## src/hw/rtl/twh_pkg.sv

```systemverilog
// shared types and codes for the three-way handshake engine
package twh_pkg;

   localparam logic [1:0] ACT_START = 2'd0;
   localparam logic [1:0] ACT_RX    = 2'd1;
   localparam logic [1:0] ACT_TICK  = 2'd2;
   localparam logic [1:0] ACT_SPARE = 2'd3;

   localparam logic [1:0] PK_CON   = 2'd0;
   localparam logic [1:0] PK_SYN   = 2'd1;
   localparam logic [1:0] PK_ACK   = 2'd2;
   localparam logic [1:0] PK_OTHER = 2'd3;

   localparam logic [1:0] ST_IDLE      = 2'd0;
   localparam logic [1:0] ST_WAIT_SYN  = 2'd1;
   localparam logic [1:0] ST_WAIT_ACK  = 2'd2;
   localparam logic [1:0] ST_CONNECTED = 2'd3;

   localparam logic [1:0] RES_NONE = 2'd0;
   localparam logic [1:0] RES_OK   = 2'd1;
   localparam logic [1:0] RES_FAIL = 2'd2;

   localparam int          DELAY_W           = 16;
   localparam int          ATT_W             = 8;
   localparam logic [15:0] RETRY_DELAY_RESET = 16'd1000;
   localparam logic [0:0]  REG_RETRY_DELAY   = 1'b0;

   typedef struct packed {
      logic [1:0]         hs_state;
      logic               instigator;
      logic [ATT_W-1:0]   attempts_left;
      logic [DELAY_W-1:0] timer_left;
   } state_type;

   typedef struct packed {
      logic [1:0]       action;
      logic [1:0]       packet_type;
      logic [ATT_W-1:0] attempt_limit;
   } item_type;

   typedef struct packed {
      logic       send_valid;
      logic [1:0] send_type;
      logic [1:0] connect_result;
      logic       handled;
      logic [1:0] link_state;
   } result_type;

endpackage

```

## src/hw/rtl/twh_next.sv

```systemverilog
// next link state and result word for one input word
module twh_next (
   input  twh_pkg::item_type             item,
   input  twh_pkg::state_type            cur,
   input  logic [twh_pkg::DELAY_W-1:0]   retry_delay,
   output twh_pkg::state_type            nxt,
   output twh_pkg::result_type           res
);
   import twh_pkg::*;

   logic [DELAY_W-1:0] timer_dec;

   assign timer_dec = cur.timer_left - DELAY_W'(1);

   always_comb begin
      nxt = cur;
      res = '0;
      case (item.action)
         ACT_START: begin
            res.send_valid    = 1'b1;
            res.send_type     = PK_CON;
            nxt.timer_left    = retry_delay;
            nxt.hs_state      = ST_WAIT_SYN;
            nxt.instigator    = 1'b1;
            nxt.attempts_left = item.attempt_limit;
         end
         ACT_RX: begin
            case (item.packet_type)
               PK_CON: begin
                  res.handled = 1'b1;
                  if (!cur.instigator) begin
                     res.send_valid = 1'b1;
                     res.send_type  = PK_SYN;
                     nxt.timer_left = retry_delay;
                     if (cur.hs_state == ST_IDLE) begin
                        nxt.hs_state = ST_WAIT_ACK;
                     end
                  end
               end
               PK_SYN: begin
                  res.handled = 1'b1;
                  if (cur.instigator) begin
                     res.send_valid = 1'b1;
                     res.send_type  = PK_ACK;
                     nxt.timer_left = retry_delay;
                     if (cur.hs_state == ST_WAIT_SYN) begin
                        res.connect_result = RES_OK;
                        nxt.hs_state       = ST_CONNECTED;
                     end
                  end
               end
               PK_ACK: begin
                  res.handled = 1'b1;
                  if (cur.hs_state == ST_WAIT_ACK) begin
                     nxt.hs_state = ST_CONNECTED;
                  end
               end
               default: begin
               end
            endcase
         end
         ACT_TICK: begin
            if (cur.timer_left != '0) begin
               nxt.timer_left = timer_dec;
               if (timer_dec == '0 && cur.hs_state inside {ST_WAIT_SYN, ST_WAIT_ACK}) begin
                  if (cur.instigator && cur.attempts_left <= ATT_W'(1)) begin
                     res.connect_result = RES_FAIL;
                     nxt.hs_state       = ST_IDLE;
                     nxt.instigator     = 1'b0;
                     nxt.attempts_left  = '0;
                     nxt.timer_left     = '0;
                  end else begin
                     if (cur.instigator) begin
                        nxt.attempts_left = cur.attempts_left - ATT_W'(1);
                     end
                     res.send_valid = 1'b1;
                     res.send_type  = (cur.hs_state == ST_WAIT_SYN) ? PK_CON : PK_SYN;
                     nxt.timer_left = retry_delay;
                  end
               end
            end
         end
         default: begin
         end
      endcase
      res.link_state = nxt.hs_state;
   end

endmodule

```

## src/hw/rtl/three_way_handshake_fsm_core.sv

```systemverilog
// three-way handshake engine: input register, state update, result register
// an accepted word is held in the input register, passes the state update and is then registered in the result register
// throughput: one word per cycle while the consumer does not stall; the state update sits between the two registers
// the result register frees its stall path when the consumer takes the word
// reset clears the link state, flags, timer and valid bits; retry_delay returns to 1000
module three_way_handshake_fsm_core (
   input  logic        clock,
   input  logic        reset,
   input  logic        req_valid,
   output logic        req_stall,
   input  logic [1:0]  req_action,
   input  logic [1:0]  req_packet_type,
   input  logic [7:0]  req_attempt_limit,
   output logic        rsp_valid,
   input  logic        rsp_stall,
   output logic        rsp_send_valid,
   output logic [1:0]  rsp_send_type,
   output logic [1:0]  rsp_connect_result,
   output logic        rsp_handled,
   output logic [1:0]  rsp_link_state,
   input  logic        psel,
   input  logic        penable,
   input  logic        pwrite,
   input  logic [2:0]  paddr,
   input  logic [31:0] pwdata,
   output logic [31:0] prdata,
   output logic        pready
);
   import twh_pkg::*;

   logic               in_valid_ff, in_valid_in;
   item_type           item_ff;
   state_type          state_ff, state_in;
   result_type         res_ff, res_in;
   logic               out_valid_ff, out_valid_in;
   logic [DELAY_W-1:0] retry_delay_ff;
   logic               advance, fire, req_take, csr_write;

   assign advance   = !out_valid_ff || !rsp_stall;
   assign fire      = in_valid_ff && advance;
   assign req_stall = in_valid_ff && !advance;
   assign req_take  = req_valid && !req_stall;

   assign in_valid_in  = req_take || (in_valid_ff && !advance);
   assign out_valid_in = fire || (out_valid_ff && rsp_stall);

   twh_next u_next (
      .item        (item_ff),
      .cur         (state_ff),
      .retry_delay (retry_delay_ff),
      .nxt         (state_in),
      .res         (res_in)
   );

   // register file
   assign pready    = 1'b1;
   assign csr_write = psel && penable && pwrite && (paddr[2] == REG_RETRY_DELAY);
   assign prdata    = (paddr[2] == REG_RETRY_DELAY) ? {16'd0, retry_delay_ff} : 32'd0;

   always_ff @(posedge clock) begin
      if (reset) begin
         in_valid_ff    <= 1'b0;
         out_valid_ff   <= 1'b0;
         state_ff       <= '0;
         retry_delay_ff <= RETRY_DELAY_RESET;
      end else begin
         in_valid_ff  <= in_valid_in;
         out_valid_ff <= out_valid_in;
         if (fire) begin
            state_ff <= state_in;
         end
         if (csr_write) begin
            retry_delay_ff <= pwdata[DELAY_W-1:0];
         end
      end
   end

   always_ff @(posedge clock) begin
      if (req_take) begin
         item_ff.action        <= req_action;
         item_ff.packet_type   <= req_packet_type;
         item_ff.attempt_limit <= req_attempt_limit;
      end
      if (fire) begin
         res_ff <= res_in;
      end
   end

   assign rsp_valid          = out_valid_ff;
   assign rsp_send_valid     = res_ff.send_valid;
   assign rsp_send_type      = res_ff.send_type;
   assign rsp_connect_result = res_ff.connect_result;
   assign rsp_handled        = res_ff.handled;
   assign rsp_link_state     = res_ff.link_state;

endmodule

```

## config.mk

```make
export PLATFORM = sky130hd
export DESIGN_NAME = three_way_handshake_fsm_core
export DESIGN_NICKNAME = d
export VERILOG_FILES = /design/src/hw/rtl/twh_pkg.sv /design/src/hw/rtl/twh_next.sv /design/src/hw/rtl/three_way_handshake_fsm_core.sv
export SDC_FILE = /design/constraint.sdc
export NUM_CORES = 1
export LEC_CHECK = 0
export BUFFER_PORTS_ARGS = -buffer_cell sky130_fd_sc_hd__buf_2
export CAP_MARGIN = 20
export CORE_ASPECT_RATIO = 0.7
export CORE_MARGIN = 2
export CORE_UTILIZATION = 35
export CTS_CLUSTER_DIAMETER = 150
export DETAILED_ROUTE_END_ITERATION = 6
export MAX_ROUTING_LAYER = met4
export PLACE_DENSITY = 0.6
export SYNTH_ARGS = -nofsm -noshare
export SYNTH_HDL_FRONTEND = slang
export SYNTH_SLANG_ARGS = --single-unit
```

## constraint.sdc

```tcl
create_clock -name clock -period 2.9 [get_ports clock]
set_input_delay 0.435 -clock clock [delete_from_list [all_inputs] [get_ports clock]]
set_output_delay 0.435 -clock clock [all_outputs]
set_load 0.05 [all_outputs]
```

### Word-level counts from Yosys, hierarchy flattened

Index checks and enable logic that the tools add are counted.

* $add $sub $neg: 2
* $lt $le $gt $ge: 1
* equal/unequal tests: 13
* multiplexer cells: 31
* bitwise logic cells: 1
* reduce and logical (&&, ||, !) cells: 28

Operators with widths (count)
* two-way mux 27 bit: 2
* two-way mux 16 bit: 3
* one-hot mux 16 bit (3 select lines): 1
* one-hot mux 16 bit (2 select lines): 1
* two-way mux 24 bit: 1
* one-hot mux 9 bit (2 select lines): 1
* zero test 16 bit: 1
* nonzero test 16 bit: 1
* subtractor 16 x 1 -> 16 bit (second input constant): 1
* two-way mux 5 bit: 3
* two-way mux 2 bit: 7
* one-hot mux 2 bit (3 select lines): 2
* AND reduction 5 bit: 2
* logical AND 1 bit: 9
* two-way mux 3 bit: 3
* inequality test 3 bit (second input constant): 3
* one-hot mux 3 bit (3 select lines): 1
* less-or-equal comparator 8 x 1 -> 1 bit (second input constant): 1
* two-way mux 8 bit: 1
* subtractor 8 x 1 -> 8 bit (second input constant): 1
* == test 2 x 1 -> 1 bit (second input constant): 3
* == test 2 bit (second input constant): 3
* zero test 2 bit: 3
* inequality test 2 x 1 -> 1 bit (second input constant): 3
* 11 further kinds: 19

* flip-flop bits (word level): 65
* input port bits: 54

### Depth between registers and ports, before layout

Gate-level depths: netlist of run 1.

* word-level depth: 7
* gate-level depth with buffers: 11
* mapped depth without buffers: 9

### Modules after synthesis

A second synthesis of run 1 with hierarchy kept.

* cell total of the unflattened synthesis: 574
* area total of the unflattened synthesis: 4902.2 sq um

By module, submodules not included
* three_way_handshake_fsm_core: instances 1, cells each 253, area each 2840.2 sq um, sequential area each 1501.4 sq um
* twh_next: instances 1, cells each 321, area each 2062.0 sq um, sequential area each 0.0 sq um

### Least setup slack after synthesis of run 1

OpenSTA, ideal clock, no wires.

* path type: register to register
* from: register state_ff[0] in the netlist's numbering
* to: register state_ff[23] in the netlist's numbering
* arrival time: 2221 ps
* setup slack: 586 ps
* cell stages (with the launch flop): 10
* period minus slack after synthesis: 2314 ps
* path through: dfxtp_1 inv_1 ha_1 nor4b_4 a31oi_1 nor4_4 nand4b_4 nor4_1 a21oi_1 o32ai_1

* cells in the longest elaborated chain, start to end: 5
* elaborated cells on any way between the ends: 7

RTL lines
* start, declared: line three_way_handshake_fsm_core.sv:33 `state_type state_ff, state_in;`
* start signal, assigned: line three_way_handshake_fsm_core.sv:70 `state_ff <= state_in;`
* subtractor 16 x 1 -> 16 bit: line twh_next.sv:13 `assign timer_dec = cur.timer_left - DELAY_W'(1);`
* zero test 16 bit: line twh_next.sv:65 `if (timer_dec == '0 && cur.hs_state inside {ST_WAIT_SYN, ST_WAIT_ACK}) begin`
* logical AND 1 bit: line twh_next.sv:65
* inequality test 2 x 1 -> 1 bit (no line)
* AND reduction 5 bit (no line) *

Mark *: on every way between the ends. The rest lies on a longest branch, timed or not.
A chain may end at the register's enable or synchronous reset.

### Worst setup path in the final report of run 1

* from: register state_ff[1] in the netlist's numbering
* to: register state_ff[19] in the netlist's numbering

Same word-level chain as after synthesis.

==> impl_metrics.yaml, run 1 <==
synthesis:
  yosysTopAreaCell: "dfxtp_1"
  ys_top_cells_by_area: "dfxtp_1 24%, edfxtp_1 16%, nand2_1 5.0%"
  post_synth_num_cell_types: 60
  synth_common_cells: "51 x nand2_1, 45 x dfxtp_1, 40 x nor2_1"
  synth_cells: 433
  avgSynthCellArea_um2: 8.76
  netlist_area_mm2: 0.00379
  async_flop_share: 0
  synth_seq_cells: 65
  synth_most_common_cell: "nand2_1"
  synth_warnings: 0
  synth_top_cell_area_share: 0.238
  synth_edf_count: 20
  synth_ff_type: "dfxtp_1"
  ys_seq_area_frac: 0.396
drt:
  antenna_left: 0
  drc: 0
  vias: 3380
  dr.pass1.iters: 5
  drtIter0Drc: 255
  wl_per_cell_um: 15.1
  wirelength_mm: 9.58
  drt-vias-per-instance: 5.33
sta:
  fmax_mhz: 372
  setup_viol: 0
  worstMarginPinSlew_ns: 0.927
  skew_ns: 0.00736
  fin_crit_sh: 0.928
  layout_setup_ws_ns: 0.210
  hold_violations: 0
  slew-limit-headroom: 0.382
  holdWs_ns: 0.272
  slew_violations: 0
  fin_tns_setup_ns: 0
  period_needed_ns: 2.69
critical_path:
  rrSetupSlack_ns: 0.21
  start_kind: "register"
  path_buf_inv: 2
  rr_worst_depth: 10
  cp_data_required_time_ns: 3.08
  worstPathMaxFanout: 8
  crit_type: "register to register"
  crit_arrival_ns: 2.87
  reg2reg_from: "state_ff[1]"
  cp-end-kind: "register"
  crit_path_top_delay_cell: "nor4b_4"
  cp_cell_sequence: "inv_1, ha_2, nor4b_4, a31oi_2, nor2_1, and4_1, a41oi_4, buf_4, a21oi_1, o32ai_1"
  slowest_delay_ns: 0.38
  crit_family: "simple AND/OR/NAND/NOR gates"
  r2r_end: "state_ff[19]"
worst_hold_path:
  hold_depth: 1
  hp-class: "primary input to register"
  worstHoldStart: "req_packet_type[0]"
  whs_endpoint: "item_ff[8]"
power:
  vdd_ir_drop_max_mv: 0.334
  p_leak_nw: 1.90
  powerDensity_mw_per_mm2: 585
floorplanning:
  core_mm2: 0.0104
  start_util: 0.363
  die_h_um: 91.1
  die-width_um: 128
  die_area_mm2: 0.0117
  io_pins: 97
  fp-row-count: 31
clock_tree:
  cts_num_sinks: 65
  clk_path_buf_depth: 2
  cts_tree: "yes"
  ctsHoldBuffers: 0
  cts-htree-levels: 3
  clk_latency_ns: 0.33
  cts-root-buf: "clkbuf_16"
  cts_made_buffers: 9
  path_clk_slew_ns: 0.06
final_layout:
  num_antenna_cells: 0
  final.fill_count: 1011
  final_area_mm2: 0.00456
  area_delta_synth_final_pct: 20.2
  num-nets-final: 562
  register_area_mm2: 0.00150
  drive_gt1_frac: 0.227
  multi_input_area_mm2: 0.00208
grt:
  grt_util_all_layers: 0.175
  grt_pass1_wl_mm: 15.6
  grt_pass1_vias: 3044
  grt_overflow_total: 0
  antenna_found_initial: 0
  grt_start_max_net_pins: 52
placement:
  pre_cts_slack_ns: 0.151
  place_area_mm2: 0.00421
  port_buffers: 61
  globalplace.congestion: 0.909
  dpl.hpwl_mm: 6.91
outcome:
  outcome: "completed"
flow_run:
  drv_cap: 0
metrics by stage:
step	cells	power (mW)	util
finish	634	2.67	0.437
global route	634	2.78	0.437
CTS	632	2.67	0.434
detailed placement	616	1.53	0.404
global placement	616	1.52	0.404
floorplan	448	1.42	-
layout make-up:
class / instances / share of cell area
Inverter: 14 / 0.0115
Clock inverter: 6 / 0.0181
Tap cell: 132 / 0.0362
Clock buffer: 10 / 0.0502
Multi-Input combinational cell: 329 / 0.457
Sequential cell: 65 / 0.329
Timing Repair Buffer: 78 / 0.0977
timing repair:
item	in CTS	in global routing
buffers inserted	0	2
endpoints found under the setup margin	0	13
gates resized for setup	0	4
flip-flops by register name, indices dropped and copies added, names as in the netlist:
name                flops
rsp_handled             1
rsp_send_type           2
rsp_link_state          2
item_ff                12
rsp_connect_result      2
state_ff               27
rsp_send_valid          1
rsp_valid               1
in_valid_ff             1
retry_delay_ff         16
cell families after synthesis:
group / count (synthesis) / share of synthesized area
XOR/XNOR: 6 / 0.0139
buffers and inverters: 54 / 0.0752
flip-flops: 65 / 0.396
adder cells (fa/ha/maj): 11 / 0.0363
AND/OR/NAND/NOR: 195 / 0.290
multiplexers: 2 / 0.00528
other: 2 / 0.00198
AO/OA/AOI/OAI: 98 / 0.181
cells in the final DEF (no fill, tap or decap), drive strengths merged, types with 4 or more instances in the layout:
cell type / n
nor4: 8
and3: 5
clkbuf: 10
nor3: 16
nand2b: 9
edfxtp: 20
clkinv: 5
nand4b: 4
conb: 17
a221oi: 9
dfxtp: 45
o32ai: 6
nand4: 4
a211oi: 10
a21oi: 38
xor2: 4
nand3b: 6
nand2: 52
or4: 4
ha: 11
o21ai: 14
buf: 78
nand3: 8
or3: 5
nor2: 40
a31oi: 5
nor2b: 17
inv: 13
report_power, final:
| part | switching, mW | leakage (nW) | internal (mW) |
|---|---|---|---|
| sequential | 0.0434 | 0.560 | 0.979 |
| clock | 0.393 | 0.154 | 0.747 |
| combinational | 0.334 | 1.19 | 0.169 |
| total | 0.770 | 1.90 | 1.90 |
how the worst max path moves through the flow:
stage                     depth (start not counted)   startpoint            to  slack (ns)
after global placement                            9  state_ff[1]  state_ff[17]        0.24
final                                            10  state_ff[1]  state_ff[19]        0.21
after floorplan                                   9  state_ff[0]  state_ff[23]        0.59
after detailed placement                          9  state_ff[1]  state_ff[16]        0.15
after global routing                             10  state_ff[1]  state_ff[19]      -0.002
after CTS                                         9  state_ff[1]  state_ff[16]        0.14
per-layer routing:
metal	global-route usage	routed length, um
met3	0.0519	510
met2	0.221	3870
met1	0.262	5040
met5	-	0
met4	0.0522	159
(Power assumes the default switching activity.)
==> run 2, diff against run 1 <==
Settings changed: SETUP_SLACK_MARGIN set to 0.3.
==> impl_metrics.yaml, run 2 (synthesized netlist as in run 1, its figures left out) <==
outcome:
  outcome: "completed"
grt:
  grt_pass1_vias: 3080
  grt.busiest_layer: "met1"
  grt_start_max_net_pins: 52
  grtUsageMet3: 0.0495
  use_met1: 0.268
  grt_util_all_layers: 0.179
  grt_use_met2: 0.230
  grt_pass1_wl_mm: 16.0
  antenna_found_initial: 0
  grt_overflow_total: 0
power:
  powerDensity_mw_per_mm2: 573
  p_leak_nw: 1.96
  vdd_ir_drop_max_mv: 0.332
final_layout:
  final_common_cell: "buf_2"
  drive_gt1_frac: 0.271
  num-nets-final: 572
  largest-register: "state_ff"
  largest_reg_flops: 27
  num_antenna_cells: 0
  final_area_mm2: 0.00474
  reg_top3: "state_ff (27), retry_delay_ff (16), item_ff (12)"
  final_cell_mix: "61 x buf_2, 51 x nand2_1, 41 x dfxtp_1"
  area_delta_synth_final_pct: 25.0
worst_hold_path:
  worstHoldStart: "req_packet_type[1]"
  hp-class: "primary input to register"
  whs_endpoint: "item_ff[9]"
  hold_depth: 1
drt:
  drc: 0
  drtIter0Drc: 217
  dr.pass1.iters: 5
  wl_per_cell_um: 15.7
  drt-vias-per-instance: 5.41
  antenna_left: 0
  vias: 3483
  wirelength_mm: 10.1
critical_path:
  crit_type: "register to register"
  cp_data_required_time_ns: 3.09
  cp_common_cell: "inv_1"
  start_kind: "register"
  rrSetupSlack_ns: 0.36
  r2r_end: "state_ff[23]"
  worstPathMaxFanout: 11
  slowest_delay_ns: 0.51
  cp_cell_sequence: "inv_1, ha_1, inv_1, nor2_1, buf_4, a41o_1, o31a_1, o32ai_1"
  path_buf_inv: 3
  crit_arrival_ns: 2.73
  rr_worst_depth: 8
  reg2reg_from: "item_ff[10]"
  cp-end-kind: "register"
  crit_path_top_delay_cell: "ha_1"
  crit_family: "buffers and inverters"
sta:
  worstMarginPinSlew_ns: 0.907
  hold_violations: 0
  setup_viol: 0
  slew_violations: 0
  period_needed_ns: 2.54
  slew-limit-headroom: 0.395
  fmax_mhz: 394
  fin_crit_sh: 0.876
  rsz0062_at_grt: "yes"
  skew_ns: 0.00532
  fin_tns_setup_ns: 0
clock_tree:
  cts-htree-levels: 3
  cts-root-buf: "clkbuf_16"
  cts_made_buffers: 9
  cts_num_sinks: 65
  clk_path_buf_depth: 2
  path_clk_slew_ns: 0.05
  cts_tree: "yes"
  ctsHoldBuffers: 0
  clk_latency_ns: 0.34
floorplanning:
  core_mm2: 0.0104
  die-width_um: 128
  start_util: 0.363
  fp-row-count: 31
  die_h_um: 91.1
  io_pins: 97
  die_area_mm2: 0.0117
flow_run:
  drv_cap: 0
placement:
  dpl.hpwl_mm: 6.91
  place_area_mm2: 0.00421
  globalplace.congestion: 0.909
  port_buffers: 61
## run 2: per-layer routing
| layer | vias up | part of all wire |
|---|---|---|
| li1 | 1699 | - |
| met1 | 1660 | 0.50 |
| met2 | 113 | 0.42 |
| met3 | 11 | 0.066 |
| met4 | 0 | 0.012 |
| met5 | - | 0 |
## run 2: repair_timing
item	4_1_cts	5_1_grt
setup endpoints to repair	14	25
setup buffers	2	9
pin swaps	4	12
endpoints found under the hold margin	0	0
gates cloned	1	0
gates resized for setup	9	17
## run 2: area by class of cell
type / count / area (um2)
timing repair buffer: 87 / 517
clock inverter: 6 / 82.6
multi-input combinational: 330 / 2190
inverter: 14 / 52.6
tap: 132 / 165
sequential: 65 / 1510
clock buffer: 10 / 229
fill: 993 / 5690
## run 2: metrics by stage
step                      setup WS, ns  total power [mW]  std cells  hold WS (ns)   util
final                            0.360              2.72        644         0.266  0.454
after global routing             0.255              2.83        644         0.255  0.454
after CTS                        0.323              2.69        635         0.262  0.440
after detailed placement         0.151              1.53        616         0.472  0.404
after global placement           0.240              1.52        616         0.462  0.404
after floorplan                  0.586              1.42        448         0.441      -
## run 2: power by group
group          internal [mW]  switching, mW
registers              0.979         0.0459
logic                  0.198          0.351
clock network          0.747          0.397
## run 2: how the worst max path moves through the flow
stage / endpoint / startpoint / cells after the start
after detailed placement: state_ff[16] / state_ff[1] / 9
after floorplan: state_ff[23] / state_ff[0] / 9
after global routing: state_ff[23] / item_ff[10] / 8
final: state_ff[23] / item_ff[10] / 8
after CTS: state_ff[23] / state_ff[25] / 10
after global placement: state_ff[17] / state_ff[1] / 9
